## src/hdl/udpdm_pkg.sv

```systemverilog
package udpdm_pkg;

   localparam logic [1:0] CMD_WRITE      = 2'd0;
   localparam logic [1:0] CMD_INVALIDATE = 2'd1;
   localparam logic [1:0] CMD_LOOKUP     = 2'd2;

   localparam int unsigned SLOT_W  = 4;
   localparam int unsigned SCORE_W = 2;

   typedef struct packed {
      logic [15:0] peer_port;
      logic [31:0] peer_addr;
      logic [15:0] own_port;
      logic [31:0] own_addr;
   } entry_type;

   typedef struct packed {
      logic load;
      logic scan;
      logic finish;
   } ctrl_cmd_type;

   typedef struct packed {
      logic start_scan;
      logic last;
      logic out_free;
   } ctrl_sts_type;

endpackage

```

## src/hdl/udpdm_ram.sv

```systemverilog
module udpdm_ram #(
   parameter int unsigned WIDTH = 8,
   parameter int unsigned DEPTH = 16
) (
   input  logic                     clock,
   input  logic                     wr_en,
   input  logic [$clog2(DEPTH)-1:0] wr_addr,
   input  logic [WIDTH-1:0]         wr_data,
   input  logic                     rd_en,
   input  logic [$clog2(DEPTH)-1:0] rd_addr,
   output logic [WIDTH-1:0]         rd_data
);

   logic [WIDTH-1:0] mem_ff [DEPTH];
   logic [WIDTH-1:0] rd_data_ff;

   always_ff @(posedge clock) begin
      if (wr_en) begin
         mem_ff[wr_addr] <= wr_data;
      end
      if (rd_en) begin
         rd_data_ff <= mem_ff[rd_addr];
      end
   end

   assign rd_data = rd_data_ff;

endmodule

```

## src/hdl/udpdm_ctrl.sv

```systemverilog
module udpdm_ctrl (
   input  logic                    clock,
   input  logic                    reset,
   input  logic                    req_tvalid,
   output logic                    req_tready,
   input  udpdm_pkg::ctrl_sts_type sts,
   output udpdm_pkg::ctrl_cmd_type cmd
);
   import udpdm_pkg::*;

   typedef enum logic [1:0] {S_IDLE, S_SCAN, S_LAST, S_DONE} state_type;

   state_type state_ff, state_in;
   logic      ready_ff, ready_in;

   always_comb begin
      cmd        = '0;
      cmd.load   = ready_ff && req_tvalid;
      cmd.scan   = (state_ff == S_SCAN);
      cmd.finish = (state_ff == S_DONE) && sts.out_free;
   end

   always_comb begin
      state_in = state_ff;
      case (state_ff)
         S_IDLE: begin
            if (cmd.load) begin
               state_in = sts.start_scan ? S_SCAN : S_DONE;
            end
         end
         S_SCAN: begin
            if (sts.last) begin
               state_in = S_LAST;
            end
         end
         S_LAST: begin
            state_in = S_DONE;
         end
         S_DONE: begin
            if (sts.out_free) begin
               state_in = S_IDLE;
            end
         end
         default: begin
            state_in = S_IDLE;
         end
      endcase
      ready_in = (state_in == S_IDLE);
   end

   always_ff @(posedge clock) begin
      if (reset) begin
         state_ff <= S_IDLE;
         ready_ff <= 1'b0;
      end else begin
         state_ff <= state_in;
         ready_ff <= ready_in;
      end
   end

   assign req_tready = ready_ff;

   a_ready_idle: assert property (@(posedge clock) disable iff (reset)
      ready_ff |-> state_ff == S_IDLE)
      else $error("ready outside idle");

   a_scan_end: assert property (@(posedge clock) disable iff (reset)
      (state_ff == S_SCAN && sts.last) |=> state_ff == S_LAST)
      else $error("scan did not end after last slot");

   a_accept_busy: assert property (@(posedge clock) disable iff (reset)
      cmd.load |=> !ready_ff)
      else $error("ready right after a transfer");

endmodule

```

## src/hdl/udpdm_datapath.sv

```systemverilog
module udpdm_datapath #(
   parameter int unsigned ENTRIES = 16
) (
   input  logic                           clock,
   input  logic                           reset,
   input  udpdm_pkg::ctrl_cmd_type        cmd,
   output udpdm_pkg::ctrl_sts_type        sts,
   input  logic [1:0]                     req_command,
   input  logic [udpdm_pkg::SLOT_W-1:0]   req_slot,
   input  logic [31:0]                    req_key_local_ip,
   input  logic [15:0]                    req_key_local_port,
   input  logic [31:0]                    req_key_remote_ip,
   input  logic [15:0]                    req_key_remote_port,
   input  logic                           rsp_tready,
   output logic                           rsp_tvalid,
   output logic                           rsp_hit,
   output logic [udpdm_pkg::SLOT_W-1:0]   rsp_match_slot,
   output logic [udpdm_pkg::SCORE_W-1:0]  rsp_match_score
);
   import udpdm_pkg::*;

   localparam int unsigned AW = $clog2(ENTRIES);
   localparam int unsigned IW = (AW > SLOT_W) ? AW : SLOT_W;
   localparam int unsigned EW = $bits(entry_type);

   logic [ENTRIES-1:0]  valid_ff;
   logic [AW-1:0]       addr_ff;
   logic                cmp_vld_ff;
   logic [AW-1:0]       cmp_idx_ff;
   logic                ent_vld_ff;
   logic [31:0]         key_lip_ff;
   logic [15:0]         key_lport_ff;
   logic [31:0]         key_rip_ff;
   logic [15:0]         key_rport_ff;
   logic                best_found_ff;
   logic [IW-1:0]       best_idx_ff;
   logic [SCORE_W-1:0]  best_score_ff;
   logic                rsp_valid_ff;
   logic                rsp_hit_ff;
   logic [SLOT_W-1:0]   rsp_slot_ff;
   logic [SCORE_W-1:0]  rsp_score_ff;

   logic [IW-1:0]       slot_ext;
   logic [AW-1:0]       slot_addr;
   logic                slot_ok;
   logic                wr_en;
   entry_type           wr_entry;
   logic [EW-1:0]       rd_data;
   entry_type           ent;
   logic                lip_any, rip_any, rport_any;
   logic                cand;
   logic [SCORE_W-1:0]  score;
   logic                take;

   always_comb begin
      slot_ext  = IW'(req_slot);
      slot_addr = slot_ext[AW-1:0];
      slot_ok   = {1'b0, slot_ext} < (IW + 1)'(ENTRIES);
      wr_en     = cmd.load && (req_command == CMD_WRITE) && slot_ok;
      wr_entry.own_addr  = req_key_local_ip;
      wr_entry.own_port  = req_key_local_port;
      wr_entry.peer_addr = req_key_remote_ip;
      wr_entry.peer_port = req_key_remote_port;
   end

   udpdm_ram #(
      .WIDTH(EW),
      .DEPTH(ENTRIES)
   ) u_table (
      .clock   (clock),
      .wr_en   (wr_en),
      .wr_addr (slot_addr),
      .wr_data (wr_entry),
      .rd_en   (cmd.scan),
      .rd_addr (addr_ff),
      .rd_data (rd_data)
   );

   always_comb begin
      ent       = entry_type'(rd_data);
      lip_any   = (ent.own_addr == '0);
      rip_any   = (ent.peer_addr == '0);
      rport_any = (ent.peer_port == '0);
      cand      = ent_vld_ff && (ent.own_port == key_lport_ff)
                  && (lip_any || ent.own_addr == key_lip_ff)
                  && (rip_any || ent.peer_addr == key_rip_ff)
                  && (rport_any || ent.peer_port == key_rport_ff);
      score     = SCORE_W'({1'b0, !lip_any}) + SCORE_W'({1'b0, !rip_any})
                  + SCORE_W'({1'b0, !rport_any});
      take      = cmp_vld_ff && cand && (!best_found_ff || score >= best_score_ff);
   end

   always_comb begin
      sts            = '0;
      sts.start_scan = (req_command == CMD_LOOKUP) && (req_key_local_port != '0);
      sts.last       = (addr_ff == AW'(ENTRIES - 1));
      sts.out_free   = !rsp_valid_ff || rsp_tready;
   end

   // slot table valid bits and scan pipeline
   always_ff @(posedge clock) begin
      if (reset) begin
         valid_ff      <= '0;
         addr_ff       <= '0;
         cmp_vld_ff    <= 1'b0;
         best_found_ff <= 1'b0;
         best_idx_ff   <= '0;
         best_score_ff <= '0;
      end else begin
         if (cmd.load && slot_ok) begin
            if (req_command == CMD_WRITE) begin
               valid_ff[slot_addr] <= 1'b1;
            end else if (req_command == CMD_INVALIDATE) begin
               valid_ff[slot_addr] <= 1'b0;
            end
         end
         if (cmd.load) begin
            addr_ff <= '0;
         end else if (cmd.scan && !sts.last) begin
            addr_ff <= addr_ff + 1'b1;
         end
         cmp_vld_ff <= cmd.scan;
         if (cmd.load) begin
            best_found_ff <= 1'b0;
            best_idx_ff   <= '0;
            best_score_ff <= '0;
         end else if (take) begin
            best_found_ff <= 1'b1;
            best_idx_ff   <= IW'(cmp_idx_ff);
            best_score_ff <= score;
         end
      end
   end

   always_ff @(posedge clock) begin
      cmp_idx_ff <= addr_ff;
      ent_vld_ff <= valid_ff[addr_ff];
      if (cmd.load) begin
         key_lip_ff   <= req_key_local_ip;
         key_lport_ff <= req_key_local_port;
         key_rip_ff   <= req_key_remote_ip;
         key_rport_ff <= req_key_remote_port;
      end
   end

   // result register
   always_ff @(posedge clock) begin
      if (reset) begin
         rsp_valid_ff <= 1'b0;
      end else if (cmd.finish) begin
         rsp_valid_ff <= 1'b1;
      end else if (rsp_tready) begin
         rsp_valid_ff <= 1'b0;
      end
   end

   always_ff @(posedge clock) begin
      if (cmd.finish) begin
         rsp_hit_ff   <= best_found_ff;
         rsp_slot_ff  <= best_idx_ff[SLOT_W-1:0];
         rsp_score_ff <= best_score_ff;
      end
   end

   assign rsp_tvalid      = rsp_valid_ff;
   assign rsp_hit         = rsp_hit_ff;
   assign rsp_match_slot  = rsp_slot_ff;
   assign rsp_match_score = rsp_score_ff;

   a_finish_room: assert property (@(posedge clock) disable iff (reset)
      cmd.finish |-> (!rsp_valid_ff || rsp_tready))
      else $error("result overwritten before transfer");

   a_miss_clean: assert property (@(posedge clock) disable iff (reset)
      !best_found_ff |-> (best_score_ff == '0 && best_idx_ff == '0))
      else $error("stale best match on a miss");

   a_scan_no_load: assert property (@(posedge clock) disable iff (reset)
      cmd.scan |-> !cmd.load)
      else $error("request taken during a scan");

endmodule

```

## src/hdl/udp_socket_demux_match_unit.sv

```systemverilog
// Channel  Dir  Handshake              tdata (low bit up)                         tuser
// req      in   req_tvalid/req_tready  slot, key_local_ip, key_local_port,        command
//                                      key_remote_ip, key_remote_port
// rsp      out  rsp_tvalid/rsp_tready  match_slot, match_score                    hit
//
// Lookup: the slot scan reads one table entry per cycle from a RAM with separate read and write
// ports; each entry then passes a compare stage, and the best match goes to the result register.
// Write, invalidate, the unused command code and a lookup with destination port zero skip the scan.
// One command at a time; req_tready rises again as the result is loaded, together with rsp_tvalid.
// Reset clears all valid bits at once; table contents need no clearing.
// rsp_tready low holds the result and stalls the next command at its finish.
module udp_socket_demux_match_unit #(
   parameter int unsigned ENTRIES = 16
) (
   input  logic         clock,
   input  logic         reset,
   input  logic         req_tvalid,
   output logic         req_tready,
   input  logic [103:0] req_tdata,   // slot, key_local_ip, key_local_port, key_remote_ip,
                                     // key_remote_port, zero pad
   input  logic [1:0]   req_tuser,   // command
   output logic         rsp_tvalid,
   input  logic         rsp_tready,
   output logic [7:0]   rsp_tdata,   // match_slot, match_score, zero pad
   output logic [0:0]   rsp_tuser    // hit
);
   import udpdm_pkg::*;

   ctrl_cmd_type       cmd;
   ctrl_sts_type       sts;
   logic               hit;
   logic [SLOT_W-1:0]  match_slot;
   logic [SCORE_W-1:0] match_score;

   udpdm_ctrl u_ctrl (
      .clock      (clock),
      .reset      (reset),
      .req_tvalid (req_tvalid),
      .req_tready (req_tready),
      .sts        (sts),
      .cmd        (cmd)
   );

   udpdm_datapath #(
      .ENTRIES(ENTRIES)
   ) u_datapath (
      .clock               (clock),
      .reset               (reset),
      .cmd                 (cmd),
      .sts                 (sts),
      .req_command         (req_tuser),
      .req_slot            (req_tdata[3:0]),
      .req_key_local_ip    (req_tdata[35:4]),
      .req_key_local_port  (req_tdata[51:36]),
      .req_key_remote_ip   (req_tdata[83:52]),
      .req_key_remote_port (req_tdata[99:84]),
      .rsp_tready          (rsp_tready),
      .rsp_tvalid          (rsp_tvalid),
      .rsp_hit             (hit),
      .rsp_match_slot      (match_slot),
      .rsp_match_score     (match_score)
   );

   assign rsp_tdata = {2'b00, match_score, match_slot};
   assign rsp_tuser = hit;

endmodule
```

## config.mk

```make
export PLATFORM = sky130hd
export DESIGN_NAME = udp_socket_demux_match_unit
export DESIGN_NICKNAME = d
export VERILOG_FILES = /design/src/hdl/udpdm_pkg.sv /design/src/hdl/udpdm_ram.sv /design/src/hdl/udpdm_ctrl.sv /design/src/hdl/udpdm_datapath.sv /design/src/hdl/udp_socket_demux_match_unit.sv
export SDC_FILE = /design/constraint.sdc
export NUM_CORES = 2
export LEC_CHECK = 0
export ABC_AREA = 1
export BUFFER_PORTS_ARGS = -buffer_cell sky130_fd_sc_hd__buf_2
export CORE_MARGIN = 3
export CORE_UTILIZATION = 55
export CTS_CLUSTER_DIAMETER = 50
export DETAILED_ROUTE_END_ITERATION = 16
export PLACE_DENSITY = 0.71
export SLEW_MARGIN = 20
export SYNTH_ARGS = -nofsm -noshare
export SYNTH_HDL_FRONTEND = slang
export SYNTH_SLANG_ARGS = --single-unit
```

## constraint.sdc

```tcl
create_clock -name clock -period 10.1 [get_ports clock]
set_clock_uncertainty 0.1 [all_clocks]
set_input_delay 0.505 -clock clock [delete_from_list [all_inputs] [get_ports clock]]
set_output_delay 0.505 -clock clock [all_outputs]
set_load 0.03 [all_outputs]
```

Word-level counts from Yosys, hierarchy flattened
Memory sizes are Yosys's and may differ from the RTL's. A register that Yosys moved wholly into a read port is not among the register bits.
Cells that the tools add are included.
- register bits: 140
- RAM bits: 1536
- output and inout bits: 11
- logic and storage cells: 88
- memories kept: 1
- add/sub/neg operators: 3
- $lt $le $gt $ge: 4
- eq/ne operators: 10
- muxes and demuxes: 15
- bitwise operators: 3
- reductions and logical operators: 34
- memory list (memory ; depth ; width ; rd ports ; clocked after memory_dff ; write ports ; RTL line ; source):
    u_datapath.u_table.mem_ff ; 16 ; 96 ; 1 ; 1 ; 1 ; udpdm_ram.sv:14 ; logic [WIDTH-1:0] mem_ff [DEPTH];
- operator list (operator ; count):
    32-bit equality test ; 2
    32-bit logical NOT ; 2
    16-bit equality test ; 2
    16-bit 2-to-1 mux ; 2
    16-bit AND ; 1
    16-bit logical NOT ; 1
    16-bit NOT ; 1
    16-bit bitwise OR ; 1
    16-bit nonzero test ; 1
    1-bit logical AND ; 12
    4-bit by 5-bit < comparator with 1-bit output, second input constant ; 2
    2-bit 2-to-1 mux ; 4
    2-bit one-hot mux with 4 select lines ; 1
    2-bit equality test, second input constant ; 3
    1-bit logical NOT ; 6
    2-bit logical NOT ; 3
    1-bit 2-to-1 mux ; 6
    1-bit logical OR ; 5
    4-bit by 1-bit adder with 4-bit output, second input constant ; 1
    1-bit binary-select mux with 4-bit select ; 1
    1-bit demux with 4-bit select ; 1
    2-bit by 1-bit equality test with 1-bit output, second input constant ; 2
    4-bit equality test, second input constant ; 1
    4-bit by 1-bit greater-or-equal comparator with 1-bit output, second input constant ; 1
    6 further kinds ; 7

Longest topological paths before layout
- depth after elaboration: 8
- depth in mapped cells: 15

Modules after synthesis
Synthesis repeated with hierarchy kept, for this count alone.
- cells, all modules: 7198
- area, all modules: 75726.4 um^2
- by module, submodules not included (module ; instances ; cells an instance ; area an instance (um^2) ; sequential area each (um^2)):
    udpdm_ram ; 1 ; 6304 ; 68605.8 ; 49007.0
    udpdm_datapath ; 1 ; 864 ; 6940.4 ; 3773.6
    udpdm_ctrl ; 1 ; 27 ; 161.4 ; 60.1
    udp_socket_demux_match_unit ; 1 ; 3 ; 18.8 ; 0.0

Worst setup path before layout
Ideal clock, no wire load.
- path type: reg-to-reg
- from: register u_ctrl.ready_ff (netlist: u_ctrl.req_tready)
- to: memory u_datapath.u_table.mem_ff[11][0] (netlist bit) (enable)
- arrival: 7533 ps
- data required time: 9329 ps
- path slack: 1795 ps
- cell stages (with the launch flop): 7
- path buffers: 0
- clock period less this slack: 8305 ps
- cell sequence: dfxtp_1 nand2_1 nor2_1 inv_1 nor2_1 inv_1 nor3_1
- longest elaborated chain between the ends: 4
- ends and longest elaborated chain (what ; RTL line ; source):
    from (decl) ; udpdm_ctrl.sv:14 ; logic ready_ff, ready_in;
    from (signal assigned) ; udpdm_ctrl.sv:57 ; ready_ff <= ready_in;
    1-bit logical AND ; udpdm_ctrl.sv:18 ; cmd.load = ready_ff && req_tvalid;
    1-bit logical AND ; udpdm_datapath.sv:59 ; wr_en = cmd.load && (req_command == CMD_WRITE) && slot_ok;
    1-bit 2-to-1 mux ; udpdm_ram.sv:18 ; if (wr_en) begin
    1-bit 2-to-1 mux (not written as such) ; udpdm_ram.sv:19 ; mem_ff[wr_addr] <= wr_data;
    to (decl) ; udpdm_ram.sv:14 ;
Every way passes these cells.

Worst setup path in the final report
- from: register u_ctrl.ready_ff (netlist: u_ctrl.req_tready)
- to: memory u_datapath.u_table.mem_ff[5][26] (netlist bit) (enable)
The elaborated chain is that of the path after synthesis.

==> results by group <==
Outcome
  • Status: complete, no violations

Timing
  • Final WS setup: 6052 ps
  • Slew HR: 23.83%
  • Unrepaired setup endpoints after global routing: no
  • Final setup viols: 0
  • Highest Clock Rate: 0.2470 GHz
  • Slew Viols, Final: 0
  • Setup TNS: 0 ps
  • Worst-Margin Slew: 1143 ps
  • Final worst-path cycle share: 40.08%
  • Period minus WS final: 4048 ps
  • Final Hold Viols: 0

Setup path
  • Startpoint types: flop
  • CP endpoint kind: flop
  • Worst Path Max Fanout: 50
  • Crit path DAT: 4330 ps
  • Worst EP required: 10390 ps
  • Crit Path Category: flop to flop

Placement
  • Pre-CTS setup slack: 5834 ps
  • Dpl cell area: 70390 um2
  • Input/output buffers: 114
  • DPL Wire Length: 77710 um
  • Routability cong.: 0.7956

Drt
  • DRT Pass-1 Iters: 6
  • Routed wire per std cell: 23.80 um
  • Initial DRC count: 5084
  • Via count: 42420
  • DR DRC count: 0
  • Vias per inst: 6.095
  • Total Wirelength: 165600 um
  • Final ANT Viol Nets: 0

Clock tree
  • Setup Fix Bufs, Post-CTS: 0
  • TritonCTS Buffers: 176
  • CTS H-tree lvls: 4
  • Clock Latency Late Sink: 790 ps
  • Root Driver: clkbuf_16
  • CTS tree: done
  • Clk sinks: 1772
  • Worst-case clock buffer depth: 3
  • Cts hold-fix bufs: 99
  • Reg clk slew, reported paths: 60 ps
  • Cts repair resizes: 0

Finish
  • Cell area after layout: 76980 um2
  • Ratio of cells with drive above 1 in the final layout: 8.371%
  • Area growth, synth to finish: 12.45%
  • Final core occ: 62.75%
  • Layout net count: 5290

Synthesis
  • Post-synth top flop: edfxtp_1
  • Mapped Area: 68460 um2
  • Yosys cell types: 36
  • Synthesis Warnings: 0
  • Largest area contributor in the netlist: edfxtp_1
  • Post-synthesis sequential area ratio: 77.18%
  • Post-synth top area share: 76.10%
  • EDFF count, synth: 1735
  • Synth area leaders: edfxtp_1 (76%), nor2_1 (5.1%), o21ai_0 (5.0%), nand2_1 (2.2%), o221ai_1 (2.1%)
  • Syn avg cell area: 13.58 um2
  • Cells after Synth: 5043
  • Asr flop ratio synth: 0%
  • Post-synthesis register bit count: 1772

Global routing
  • Initial antenna violation count: 17
  • Grt ovf: 0
  • Gr usage total: 25.36%
  • Global-route wire length before repair: 250000 um
  • Largest net degree at the start of global routing: 243
  • Vias in the first global route: 41080

Pwr
  • PwrDens: 203.0 nW/um2
  • VDD IR max: 0.0001714 V
  • Power Total: 15630 uW
  • Leak Pwr: 0.02518 uW

Flow run
  • Max_cap viols: 0

Hold path
  • Hold/Removal Path Class: input port to flop

Floorplan
  • Die Ht: 358.8 um
  • I/O Pins: 121
  • Rows: 128
  • Core Area: 122700 um2
  • Die Wd: 358.8 um
  • Starting density of the core: 55.81%
  • Die area: 128700 um2
[state kept, by name, summed over array words and instances, names as in the netlist, 2 cells and up, named ones only]
signal                      cells
u_datapath.best_idx_ff          4
u_datapath.rsp_match_slot       4
u_datapath.cmp_idx_ff           4
u_datapath.u_table.mem_ff    1536
u_datapath.addr_ff              4
u_datapath.key_lport_ff        16
u_datapath.key_rip_ff          32
u_datapath.rsp_match_score      2
u_datapath.best_score_ff        2
u_datapath.key_rport_ff        16
u_datapath.key_lip_ff          32
u_ctrl.state_ff                 2
u_datapath.u_table.rd_data     96
[cell families (layout without fill, tap and decap cells)]
logic type | Yosys count | count (layout) | share of synthesized area [%]
AO/OA/AOI/OAI | 1233 | 1233 | 10.46
XOR/XNOR | 61 | 61 | 0.7804
adder cells (fa/ha/maj) | 4 | 4 | 0.08408
buffers and inverters | 441 | 725 | 2.674
flip-flops | 1772 | 1772 | 77.18
other | 1 | 10 | 0.005477
AND/OR/NAND/NOR | 1531 | 1531 | 8.818
[cell usage after synthesis, types with 45 or more instances]
master and number:
xnor2_1 45, o22ai_1 224, nand3_1 177, clkbuf_1 202
edfxtp_1 1735, inv_1 120, o21ai_1 99, o21ai_0 686
nor2_1 930, nand2_1 402, o221ai_1 164, buf_2 86
[worst paths after layout]
check	slack (ps)	startpoint	end	depth (start not counted)
setup / recovery	6050	u_ctrl.req_tready	u_datapath.u_table.mem_ff[5][26]	10
hold / removal	110	req_tvalid	u_ctrl.req_tready	4
hold reg to reg	330	u_datapath.addr_ff[3]	u_datapath.cmp_idx_ff[3]	0
setup reg to reg	6050	u_ctrl.req_tready	u_datapath.u_table.mem_ff[5][26]	10
[critical path: stages (launching register included)]
cell     delay, ps
dfxtp_1        330
nand2_1        170
nor2_1         220
inv_1           90
nor2_1         140
inv_1          100
nor2_1         100
inv_1           90
nor2_4         660
buf_4          670
buf_4          890
[power by group]
group	internal (uW)	switching (uW)
clock network	3520	2750
registers	8180	66.3
logic	329	780
[final cells by class]
type / count / area, um2
clock inverters: 98 / 875.8
clock buffers: 232 / 4706
flip-flops and latches: 1772 / 52850
well taps: 1625 / 2033
inverters: 125 / 511.7
diodes: 8 / 20.02
repair buffers: 270 / 2064
fillers: 8949 / 45700
multi-input cells: 2831 / 13920
[placed cells by master (no fill, tap or decap), types with 15 or more instances in the layout]
cell type and count:
dlygate4sd3_1 99, xor2_1 16, inv_1 117, clkbuf_16 177, a21oi_1 25, o221ai_1 164
clkinv_2 27, buf_2 114, nor2_1 914, dfxtp_1 34, clkinv_1 39, o21ai_0 686
edfxtp_1 1735, buf_4 51, clkbuf_1 48, o211ai_1 31, nand2_1 402, o22ai_1 224
nand3_1 177, nor2_4 15, o21ai_1 99, xnor2_1 45
[per-layer routing]
metal | wire, um | part of all wire (%) | up-vias | GRT usage, %
met2 | 77710 | 47 | 2037 | 39.77
met1 | 68540 | 41 | 21070 | 36.22
met4 | 4077 | 2.5 | 10 | 7.879
li1 | - | - | 18990 | -
met5 | 69 | 0.042 | - | 0
met3 | 15240 | 9.2 | 317 | 5.071
[through the flow]
stage                     hold WS (ps)  std cells
after floorplan                  229.0       5044
after global placement           314.2       6524
after detailed placement         314.6       6524
after CTS                        53.23       6953
after global routing             120.6       6957
final                            105.2       6961
No activity file was read; power rests on OpenSTA's default activity.
